[config.mk]
export PLATFORM = sky130hd
export DESIGN_NAME = memory_size_text_parser
export DESIGN_NICKNAME = d
export VERILOG_FILES = /design/src/hdl/msp_pkg.sv /design/src/hdl/memory_size_text_parser.sv
export SDC_FILE = /design/constraint.sdc
export NUM_CORES = 2
export LEC_CHECK = 0
export BUFFER_PORTS_ARGS = -buffer_cell sky130_fd_sc_hd__buf_2
export CAP_MARGIN = 20
export CORE_MARGIN = 2
export CORE_UTILIZATION = 49
export DETAILED_ROUTE_END_ITERATION = 6
export HOLD_SLACK_MARGIN = 0.03
export SYNTH_ARGS = -nofsm -noshare
export SYNTH_HDL_FRONTEND = slang
export SYNTH_SLANG_ARGS = --single-unit
export TNS_END_PERCENT = 50
[constraint.sdc]
create_clock -name clock -period 24.8 [get_ports clock]
set_input_delay 6.2 -clock clock [delete_from_list [all_inputs] [get_ports clock]]
set_output_delay 6.2 -clock clock [all_outputs]
set_load 0.03 [all_outputs]
[src/hdl/msp_pkg.sv]
// Package for the memory size text parser: phase and suffix codes,
// character constants, suffix matcher and unit scale table.
// No dependencies.
package msp_pkg;

   localparam int CHAR_W  = 8;
   localparam int VALUE_W = 64;
   localparam int PHASE_W = 3;
   localparam int SX_W    = 4;
   localparam int DIGIT_W = 4;
   localparam int SCALE_W = 31;
   localparam int HALF_W  = VALUE_W / 2;

   typedef logic [CHAR_W-1:0]  char_type;
   typedef logic [VALUE_W-1:0] value_type;
   typedef logic [PHASE_W-1:0] phase_type;
   typedef logic [SX_W-1:0]    sx_type;
   typedef logic [SCALE_W-1:0] scale_type;

   // parse phases
   localparam phase_type PH_SPACE  = 3'd0;
   localparam phase_type PH_SIGN   = 3'd1;
   localparam phase_type PH_DIGITS = 3'd2;
   localparam phase_type PH_SUFFIX = 3'd3;
   localparam phase_type PH_FAIL   = 3'd4;
   localparam phase_type PH_ENDED  = 3'd5;

   // suffix match progress
   localparam sx_type SX_NONE = 4'd0;
   localparam sx_type SX_K    = 4'd1;
   localparam sx_type SX_M    = 4'd2;
   localparam sx_type SX_G    = 4'd3;
   localparam sx_type SX_KI   = 4'd4;
   localparam sx_type SX_MI   = 4'd5;
   localparam sx_type SX_GI   = 4'd6;
   localparam sx_type SX_KB   = 4'd7;
   localparam sx_type SX_MB   = 4'd8;
   localparam sx_type SX_GB   = 4'd9;
   localparam sx_type SX_KIB  = 4'd10;
   localparam sx_type SX_MIB  = 4'd11;
   localparam sx_type SX_GIB  = 4'd12;
   localparam sx_type SX_BAD  = 4'd15;

   // distance from a one-letter code to its "i" and "b" successors
   localparam sx_type SX_STEP_I = 4'd3;
   localparam sx_type SX_STEP_B = 4'd6;

   localparam char_type CH_NUL   = 8'h00;
   localparam char_type CH_TAB   = 8'h09;
   localparam char_type CH_CR    = 8'h0D;
   localparam char_type CH_SPACE = 8'h20;
   localparam char_type CH_PLUS  = 8'h2B;
   localparam char_type CH_MINUS = 8'h2D;
   localparam char_type CH_ZERO  = 8'h30;
   localparam char_type CH_NINE  = 8'h39;
   localparam char_type CH_UC_A  = 8'h41;
   localparam char_type CH_UC_Z  = 8'h5A;
   localparam char_type CH_CASE  = 8'h20;
   localparam char_type CH_B     = 8'h62;
   localparam char_type CH_G     = 8'h67;
   localparam char_type CH_I     = 8'h69;
   localparam char_type CH_K     = 8'h6B;
   localparam char_type CH_M     = 8'h6D;

   // largest accumulator that can still take a digit, and the digit limit there
   localparam value_type ACC_CUTOFF = 64'h1999_9999_9999_9999;
   localparam logic [DIGIT_W-1:0] ACC_CUTLIM = 4'd5;

   function automatic sx_type suffix_next(input sx_type code, input char_type c);
      char_type lc;
      sx_type   nx;
      lc = c;
      if (c inside {[CH_UC_A:CH_UC_Z]}) begin
         lc = c + CH_CASE;
      end
      nx = SX_BAD;
      if (code == SX_NONE) begin
         if (lc == CH_K) begin
            nx = SX_K;
         end else if (lc == CH_M) begin
            nx = SX_M;
         end else if (lc == CH_G) begin
            nx = SX_G;
         end
      end else if (code inside {SX_K, SX_M, SX_G}) begin
         if (lc == CH_I) begin
            nx = code + SX_STEP_I;
         end else if (lc == CH_B) begin
            nx = code + SX_STEP_B;
         end
      end else if (code inside {SX_KI, SX_MI, SX_GI}) begin
         if (lc == CH_B) begin
            nx = code + SX_STEP_B;
         end
      end
      return nx;
   endfunction

   function automatic logic suffix_final(input sx_type code);
      return code inside {SX_NONE, [SX_KB:SX_GIB]};
   endfunction

   function automatic scale_type scale_of(input sx_type code);
      scale_type s;
      case (code)
         SX_NONE: s = 31'd1;
         SX_KB:   s = 31'd1000;
         SX_MB:   s = 31'd1000000;
         SX_GB:   s = 31'd1000000000;
         SX_KIB:  s = 31'd1024;
         SX_MIB:  s = 31'd1048576;
         SX_GIB:  s = 31'd1073741824;
         default: s = '0;
      endcase
      return s;
   endfunction

endpackage

[src/hdl/memory_size_text_parser.sv]
// Memory size text parser top level: character parse state, value
// pipeline and result register. Depends on msp_pkg.
//
// Channel  Dir  Ports                                   Transfer
// req      in   req_char_in[7:0], req_last              req_valid & req_ready
// rsp      out  rsp_size_value[63:0], rsp_ok            rsp_valid & rsp_ready
//
// One character per cycle while req_ready is high; the parse state is updated
// on every req transfer. After the transfer of the last character, a result
// passes through stage 1 capture, sign/saturate, split multiply and final add
// into the result register, where rsp_valid is high.
// Each stage holds only while the stage after it is full and stalled, so input
// keeps flowing while a finished result waits on rsp_ready, until stages fill.
// Synchronous active-high reset clears the parse state and all valid bits.
module memory_size_text_parser (
   input  logic                  clock,
   input  logic                  reset,
   input  logic                  req_valid,
   output logic                  req_ready,
   input  msp_pkg::char_type     req_char_in,
   input  logic                  req_last,
   output logic                  rsp_valid,
   input  logic                  rsp_ready,
   output msp_pkg::value_type    rsp_size_value,
   output logic                  rsp_ok
);
   import msp_pkg::*;

   // ---------------------------------------------------------------
   // Parse state
   // ---------------------------------------------------------------
   phase_type phase_ff, phase_in;
   value_type acc_ff, acc_in;
   logic      ovf_ff, ovf_in;
   logic      neg_ff, neg_in;
   sx_type    sx_ff, sx_in;

   // pipeline stages
   logic      s1_v_ff, s2_v_ff, s3_v_ff, rsp_valid_ff;
   value_type s1_acc_ff;
   logic      s1_ovf_ff, s1_neg_ff, s1_good_ff;
   sx_type    s1_sx_ff;
   value_type s2_val_ff;
   scale_type s2_scale_ff;
   logic      s2_ok_ff;
   logic [HALF_W+SCALE_W-1:0] s3_lo_ff;
   logic [HALF_W-1:0]         s3_hi_ff;
   logic      s3_ok_ff;
   value_type rsp_size_value_ff;
   logic      rsp_ok_ff;

   logic      out_ready, s3_ready, s2_ready, s1_ready;
   logic      req_xfer;
   logic      is_digit, is_space;
   logic [DIGIT_W-1:0] digit;
   value_type acc_mac;
   logic      acc_over;
   logic      good_in;
   sx_type    sx_try;
   value_type s2_val_in;
   logic [HALF_W+SCALE_W-1:0] prod_lo;
   logic [HALF_W-1:0]         prod_hi;

   // a stage may load when it is empty or its content moves on this cycle
   assign out_ready = !rsp_valid_ff || rsp_ready;
   assign s3_ready  = !s3_v_ff || out_ready;
   assign s2_ready  = !s2_v_ff || s3_ready;
   assign s1_ready  = !s1_v_ff || s2_ready;
   assign req_ready = s1_ready;
   assign req_xfer  = req_valid && req_ready;

   assign is_digit = req_char_in inside {[CH_ZERO:CH_NINE]};
   assign is_space = (req_char_in == CH_SPACE) || (req_char_in inside {[CH_TAB:CH_CR]});
   assign digit    = DIGIT_W'(req_char_in - CH_ZERO);

   // acc * 10 + digit, and the strtoul-style overflow test
   assign acc_mac  = (acc_ff << 3) + (acc_ff << 1) + VALUE_W'(digit);
   assign acc_over = (acc_ff > ACC_CUTOFF) || ((acc_ff == ACC_CUTOFF) && (digit > ACC_CUTLIM));
   assign sx_try   = suffix_next(sx_ff, req_char_in);

   always_comb begin
      phase_in = phase_ff;
      acc_in   = acc_ff;
      ovf_in   = ovf_ff;
      neg_in   = neg_ff;
      sx_in    = sx_ff;
      case (phase_ff)
         PH_SPACE: begin
            if (is_space) begin
               phase_in = PH_SPACE;
            end else if (req_char_in == CH_PLUS || req_char_in == CH_MINUS) begin
               neg_in   = (req_char_in == CH_MINUS);
               phase_in = PH_SIGN;
            end else if (is_digit) begin
               phase_in = PH_DIGITS;
            end else begin
               phase_in = PH_FAIL;
            end
         end
         PH_SIGN: begin
            phase_in = is_digit ? PH_DIGITS : PH_FAIL;
         end
         PH_DIGITS, PH_SUFFIX: begin
            if (is_digit && phase_ff == PH_DIGITS) begin
               phase_in = PH_DIGITS;
            end else if (req_char_in == CH_NUL) begin
               phase_in = PH_ENDED;
            end else if (sx_try == SX_BAD) begin
               phase_in = PH_FAIL;
            end else begin
               sx_in    = sx_try;
               phase_in = PH_SUFFIX;
            end
         end
         PH_ENDED: begin
            phase_in = PH_ENDED;
         end
         default: begin
            phase_in = PH_FAIL;
         end
      endcase
      // digit accumulation, shared by the three phases that take digits
      if (is_digit && (phase_ff == PH_SPACE || phase_ff == PH_SIGN || phase_ff == PH_DIGITS)
          && !ovf_ff) begin
         if (acc_over) begin
            ovf_in = 1'b1;
         end else begin
            acc_in = acc_mac;
         end
      end
   end

   assign good_in = (phase_in == PH_DIGITS || phase_in == PH_SUFFIX || phase_in == PH_ENDED)
                    && suffix_final(sx_in);

   always_ff @(posedge clock) begin
      if (reset) begin
         phase_ff <= PH_SPACE;
         acc_ff   <= '0;
         ovf_ff   <= 1'b0;
         neg_ff   <= 1'b0;
         sx_ff    <= SX_NONE;
      end else if (req_xfer) begin
         if (req_last) begin
            // string done: back to the start state for the next one
            phase_ff <= PH_SPACE;
            acc_ff   <= '0;
            ovf_ff   <= 1'b0;
            neg_ff   <= 1'b0;
            sx_ff    <= SX_NONE;
         end else begin
            phase_ff <= phase_in;
            acc_ff   <= acc_in;
            ovf_ff   <= ovf_in;
            neg_ff   <= neg_in;
            sx_ff    <= sx_in;
         end
      end
   end

   // ---------------------------------------------------------------
   // Stage 1: final parse state of a finished string
   // ---------------------------------------------------------------
   always_ff @(posedge clock) begin
      if (s1_ready) begin
         s1_acc_ff  <= acc_in;
         s1_ovf_ff  <= ovf_in;
         s1_neg_ff  <= neg_in;
         s1_good_ff <= good_in;
         s1_sx_ff   <= sx_in;
      end
   end

   // ---------------------------------------------------------------
   // Stage 2: saturate or negate; pick unit scale. Failed strings give 0.
   // ---------------------------------------------------------------
   always_comb begin
      if (!s1_good_ff) begin
         s2_val_in = '0;
      end else if (s1_ovf_ff) begin
         s2_val_in = '1;
      end else if (s1_neg_ff) begin
         s2_val_in = '0 - s1_acc_ff;
      end else begin
         s2_val_in = s1_acc_ff;
      end
   end

   always_ff @(posedge clock) begin
      if (s2_ready) begin
         s2_val_ff   <= s2_val_in;
         s2_scale_ff <= scale_of(s1_sx_ff);
         s2_ok_ff    <= s1_good_ff;
      end
   end

   // ---------------------------------------------------------------
   // Stage 3: value * scale as two 32 x 31 partial products; only the
   // low half of the upper product survives mod 2^64
   // ---------------------------------------------------------------
   assign prod_lo = (HALF_W+SCALE_W)'(s2_val_ff[HALF_W-1:0])
                    * (HALF_W+SCALE_W)'(s2_scale_ff);
   assign prod_hi = s2_val_ff[VALUE_W-1:HALF_W] * HALF_W'(s2_scale_ff);

   always_ff @(posedge clock) begin
      if (s3_ready) begin
         s3_lo_ff <= prod_lo;
         s3_hi_ff <= prod_hi;
         s3_ok_ff <= s2_ok_ff;
      end
   end

   // ---------------------------------------------------------------
   // Result register: combine partial products
   // ---------------------------------------------------------------
   always_ff @(posedge clock) begin
      if (out_ready) begin
         rsp_size_value_ff <= VALUE_W'(s3_lo_ff) + {s3_hi_ff, {HALF_W{1'b0}}};
         rsp_ok_ff         <= s3_ok_ff;
      end
   end

   // valid bits
   always_ff @(posedge clock) begin
      if (reset) begin
         s1_v_ff      <= 1'b0;
         s2_v_ff      <= 1'b0;
         s3_v_ff      <= 1'b0;
         rsp_valid_ff <= 1'b0;
      end else begin
         if (s1_ready) begin
            s1_v_ff <= req_valid && req_last;
         end
         if (s2_ready) begin
            s2_v_ff <= s1_v_ff;
         end
         if (s3_ready) begin
            s3_v_ff <= s2_v_ff;
         end
         if (out_ready) begin
            rsp_valid_ff <= s3_v_ff;
         end
      end
   end

   assign rsp_valid      = rsp_valid_ff;
   assign rsp_size_value = rsp_size_value_ff;
   assign rsp_ok         = rsp_ok_ff;

`ifndef NO_ASSERTIONS
   // a rejected string always reports a zero size
   a_fail_zero: assert property (@(posedge clock) disable iff (reset)
      rsp_valid && !rsp_ok |-> rsp_size_value == '0)
      else $error("failed parse with nonzero size");

   // the last character returns the parser to its start state
   a_restart: assert property (@(posedge clock) disable iff (reset)
      req_valid && req_ready && req_last |=>
         phase_ff == PH_SPACE && sx_ff == SX_NONE && acc_ff == '0 && !ovf_ff && !neg_ff)
      else $error("parse state not cleared after last character");

   // a new result enters the pipeline only from a last-character transfer
   a_s1_source: assert property (@(posedge clock) disable iff (reset)
      $rose(s1_v_ff) |-> $past(req_valid && req_ready && req_last))
      else $error("stage 1 valid without last-character transfer");
`endif

endmodule
After elaboration in Yosys (flattened, before gate mapping)
Index checks and enable logic that the tools add are counted.
Operators by class
  add/subtract/negate cells: 8
  $mul: 2
  divide/modulo/power cells: 0
  order comparisons: 10
  equal/unequal tests: 29
  shift operators: 0
  mux-type cells: 35
  bitwise gates (word level): 0
  reduce and logical (&&, ||, !) cells: 36
Operators with widths (count)
  2-to-1 mux 64 bit: 5
  one-hot mux 31 bit (7 select lines): 1
  adder 63 x 64 -> 64 bit: 1
  adder 64 x 4 -> 64 bit: 1
  adder 64 bit: 1
  equality test 64 x 61 -> 1 bit, second input constant: 1
  > comparator 64 x 61 -> 1 bit, second input constant: 1
  subtractor 1 x 64 -> 64 bit, first input constant: 1
  multiplier 32 x 31 -> 63 bit: 1
  2-to-1 mux 4 bit: 13
  equality test 8 x 7 -> 1 bit, second input constant: 5
  multiplier 32 x 31 -> 32 bit: 1
  equality test 4 bit, second input constant: 6
  equality test 8 x 6 -> 1 bit, second input constant: 3
  2-to-1 mux 3 bit: 7
  equality test 4 x 3 -> 1 bit, second input constant: 4
  equality test 3 x 2 -> 1 bit, second input constant: 4
  zero test 4 bit: 3
  one-hot mux 3 bit (4 select lines): 1
  logical AND 1 bit: 11
  logical OR 1 bit: 11
  adder 8 x 6 -> 8 bit, second input constant: 1
  equality test 4 x 2 -> 1 bit, second input constant: 2
  greater-or-equal comparator 8 x 4 -> 1 bit, second input constant: 1
  other kinds (22): 34
Word-level totals
  register bits after elaboration: 405
  latch bits: 0
  bits in writable memories: 0
  memory bits (read-only): 0
  input port bits: 13
  output and inout port bits: 67
  word-level logic and storage cells: 142
  memories kept: 0

Longest topological paths before layout
  depth in word-level cells: 17
  gate-level depth with buffers: 31
  mapped depth without buffers: 28

Worst setup path after synthesis
Ideal clock, no wire load.
  path type: in2out
  start: in rsp_ready
  end: out req_ready
  arrival time: 8767 ps
  required time: 18600 ps
  slack: 9833 ps
  cell stages on the path: 2
  path buffers: 0
  cells stage by stage: nor2b_1 nand4_1
On the way
  cells in the longest elaborated chain, start to end: 4
RTL lines
  from (decl): line memory_size_text_parser.sv:23  | input logic rsp_ready,
  logical OR 1 bit: line memory_size_text_parser.sv:65  | assign out_ready = !rsp_valid_ff || rsp_ready;
  logical OR 1 bit: line memory_size_text_parser.sv:66  | assign s3_ready = !s3_v_ff || out_ready;
  logical OR 1 bit: line memory_size_text_parser.sv:67  | assign s2_ready = !s2_v_ff || s3_ready;
  logical OR 1 bit: line memory_size_text_parser.sv:68  | assign s1_ready = !s1_v_ff || s2_ready;
  to (decl): line memory_size_text_parser.sv:19  | output logic req_ready,
Every way passes these cells.

Worst setup path after layout
Ends and elaborated chain as after synthesis.

==> flow_summary_export.csv <==
group,metric,value,unit
sta,worst_pin_slew,1080,ps
sta,rsz0062_at_grt,"false",
critical_path,start_kind,"primary input",
power,internal_power,1.12,mW
cts,numCtsBuffers,46,
route,wirelength,148000,um
sta,min_period,13730,ps
floorplanning,die_h,349,um
floorplanning,die_x,349,um
floorplanning,dieArea,122000,sq um
cts,cts_htree_levels,2,
critical_path,cp_data_arrival_time,7530,ps
synthesis,seq_area_frac_synth,18.4,%
critical_path,worstSetupPathType,"in -> out",
place,gp_congestion,0.927,
grt,grt_start_max_net_pins,77,
grt,globalRouteTotalUtil,24.9,%
cts,postCtsSetupBuffers,0,
sta,setup_violations,0,
floorplanning,pin_count,80,
cts,post_cts_resize_count,0,
power,vdd_ir_drop_max,0.0445,mV
cts,cts_tree,"built",
critical_path,path_cells,"buf_2 -> nor2b_1 -> nand4_1 -> buf_4 -> buf_2",
place,placed_cell_area,60500,sq um
synthesis,syn_area,58300,sq um
power,p_seq_share,47.5,%
synthesis,synth_top_cell_area_share,29.7,%
hold_path,hp-class,"reg -> reg",
critical_path,crit_top_cell,"buf_2",
synthesis,synth_edf_count,307,
synthesis,synth_area_leaders,"fa_1 (30%), ha_1 (17%), edfxtp_1 (16%), inv_1 (7.7%), and2_1 (4.9%)",
synthesis,ys_types,80,
critical_path,slowest_stage,"nor2b_1",
route,drt_first_pass_iters,6,
critical_path,cp_slowest_stage_delay,560,ps
layout,final_area,62100,sq um
sta,fin_crit_sh,55.4,%
power,leakage,33.4,nW
cts,clock-sinks,384,
layout,fin_util,52.6,%
floorplanning,core,118000,sq um
cts,cts_buffer_depth,3,
power,clkPwrFrac,50.4,%
layout,diodes,0,
critical_path,required,18600,ps
cts,cts_hold_buffers,0,
place,port_buffers,79,
synthesis,synth-seq-cells,384,
cts,clockRootBuffer,"clkbuf_16",
route,drt-vias-per-instance,5.41,
cts,worstSkewPairLatency,650,ps
power,swShare,22.8,%
route,first_iter_violations,2464,
sta,fin_skew,24.0,ps
critical_path,r2r_setup_slack,14330,ps
synthesis,avgSynthCellArea,10.1,sq um
grt,antenna_found_initial,5,
sta,report.final.slew_viol_count,0,
synthesis,async_flop_share,0,%
critical_path,critPathMaxFanout,12,
synthesis,syn_inst,5759,
critical_path,critPathCaptureType,"output pin",
route,drc,0,
synthesis,synthesis.nets,7450,
outcome,status,"finished clean",
power,power_frac_comb,2.1,%
place,hpwl,122000,um
synthesis,synth_top_cell_by_area,"fa_1",
route,ant_nets,0,
sta,clock.fmax,72.8,MHz
route,wire_per_inst,20.2,um
grt,grt_pass1_vias,40700,
flow_run,maxCapViolCount,0,
layout,fin_nets,7456,
floorplanning,num_rows,126,
power,power.switching,331,uW
grt,gr-total-overflow,0,
sta,tns,0,ps
layout,area_growth,6.43,%
route,vias,39700,
power,powerDensity,23.3,nW/um^2
synthesis,ys_warn_count,0,
sta,timing.slew.headroom,28.1,%
grt,grt_pass1_wl,233000,um
layout,drive_above_1_share,5.29,%
cts,clk_pin_slew_worst_paths,50,ps
synthesis,ys.flop_type,"edfxtp_1",
sta,hold_violations,0,
floorplanning,start_util,49.4,%
[synth_stat cells (9+ instances only)]
library cell and n:
o21a_1 90, a21boi_0 11, xor2_1 83, nand4_1 45
a21oi_1 181, mux2_2 54, edfxtp_1 307, a31oi_1 26
nand2_1 253, nand3_1 36, xnor2_1 228, ha_1 813
a31o_2 9, a211oi_1 15, nand2b_1 20, inv_1 1198
o21ai_0 137, nor4_1 15, o21bai_1 29, o41ai_1 14
fa_1 865, and2_1 461, a21o_1 121, nor2b_1 26
o31ai_1 24, dfxtp_1 77, clkbuf_1 169, nor2_1 159
o211ai_1 13, and3_1 19, a22o_1 22, a311oi_1 10
a22oi_1 41, nor3_1 34, or3_1 27
[power by group through the flow]
stage,Combinational (mW),Clock (mW),Sequential (mW)
after floorplan,0.0161,0,0.704
after global placement,0.0302,0,0.703
after detailed placement,0.0303,0,0.703
after CTS,0.0305,0.751,0.689
after global routing,0.0327,0.777,0.689
final,0.0302,0.730,0.689
[layout by cell type, fill, tap and decap left out, drive strengths merged, types with 27 or more instances in the layout]
cell	count
fa	865
xor2	83
or3	27
buf	136
ha	813
inv	1206
a22oi	41
o21bai	29
dfxtp	77
o21ai	140
nor3	34
nand2	253
edfxtp	307
mux2	54
o21a	90
clkbuf	55
nor2	160
nand3	36
nand4	45
and2	461
a21oi	181
a21o	121
xnor2	228
[flip-flops by register name (all words and copies together), names as in the netlist, 3 cells and up]
register        flops
sx_ff               4
s3_lo_ff           63
s2_scale_ff        10
s3_hi_ff           32
rsp_size_value     64
s1_sx_ff            4
s2_val_ff          64
s1_acc_ff          64
acc_ff             64
phase_ff            3
[path summary, 6_finish.rpt]
kind             startpoint                 end  cells past startpoint
max               rsp_ready           req_ready                      5
min            s3_lo_ff[25]  rsp_size_value[25]                      0
max reg2reg  s2_scale_ff[8]        s3_lo_ff[55]                     26
min reg2reg    s3_lo_ff[25]  rsp_size_value[25]                      0
[logic make-up after synthesis]
kind of cell | count (synthesis) | share of synthesized area, %
compound gates | 807 | 9.25
xor+xnor | 312 | 4.71
fa+ha+maj | 1684 | 47.2
buf+inv | 1377 | 8.86
flops | 384 | 18.4
mux | 55 | 1.06
simple gates | 1140 | 10.5
[cell type report]
class,instances,area [sq um]
Sequential cell,384,10800
Clock inverter,31,379
Inverter,1199,4500
Timing Repair Buffer,136,823
Multi-Input combinational cell,3998,42500
Clock buffer,55,1260
Fill cell,10800,56000
Tap cell,1536,1920
[worst max-delay path, delay by kind of cell]
| family | cells | cell delay, ps |
|---|---|---|
| simple gates | 2 | 740 |
| buf+inv | 3 | 560 |
[stage by stage]
step / hold slack [ps] / instances / power (mW) / setup slack, ps
6_report: 417 / 7339 / 1.45 / 11070
3_5_place_dp: 405 / 7252 / 0.733 / 11040
5_1_grt: 423 / 7339 / 1.50 / 10950
4_1_cts: 418 / 7338 / 1.47 / 11040
2_1_floorplan: 400 / 5759 / 0.721 / 9830
3_3_place_gp: 400 / 7252 / 0.733 / 11010
[metal layers]
layer	wire [um]	global-route usage [%]
met1	67400	35.7
met2	68200	39.7
met3	8830	3.71
met4	3500	6.00
met5	13	0
No activity file was read; power rests on OpenSTA's default activity.
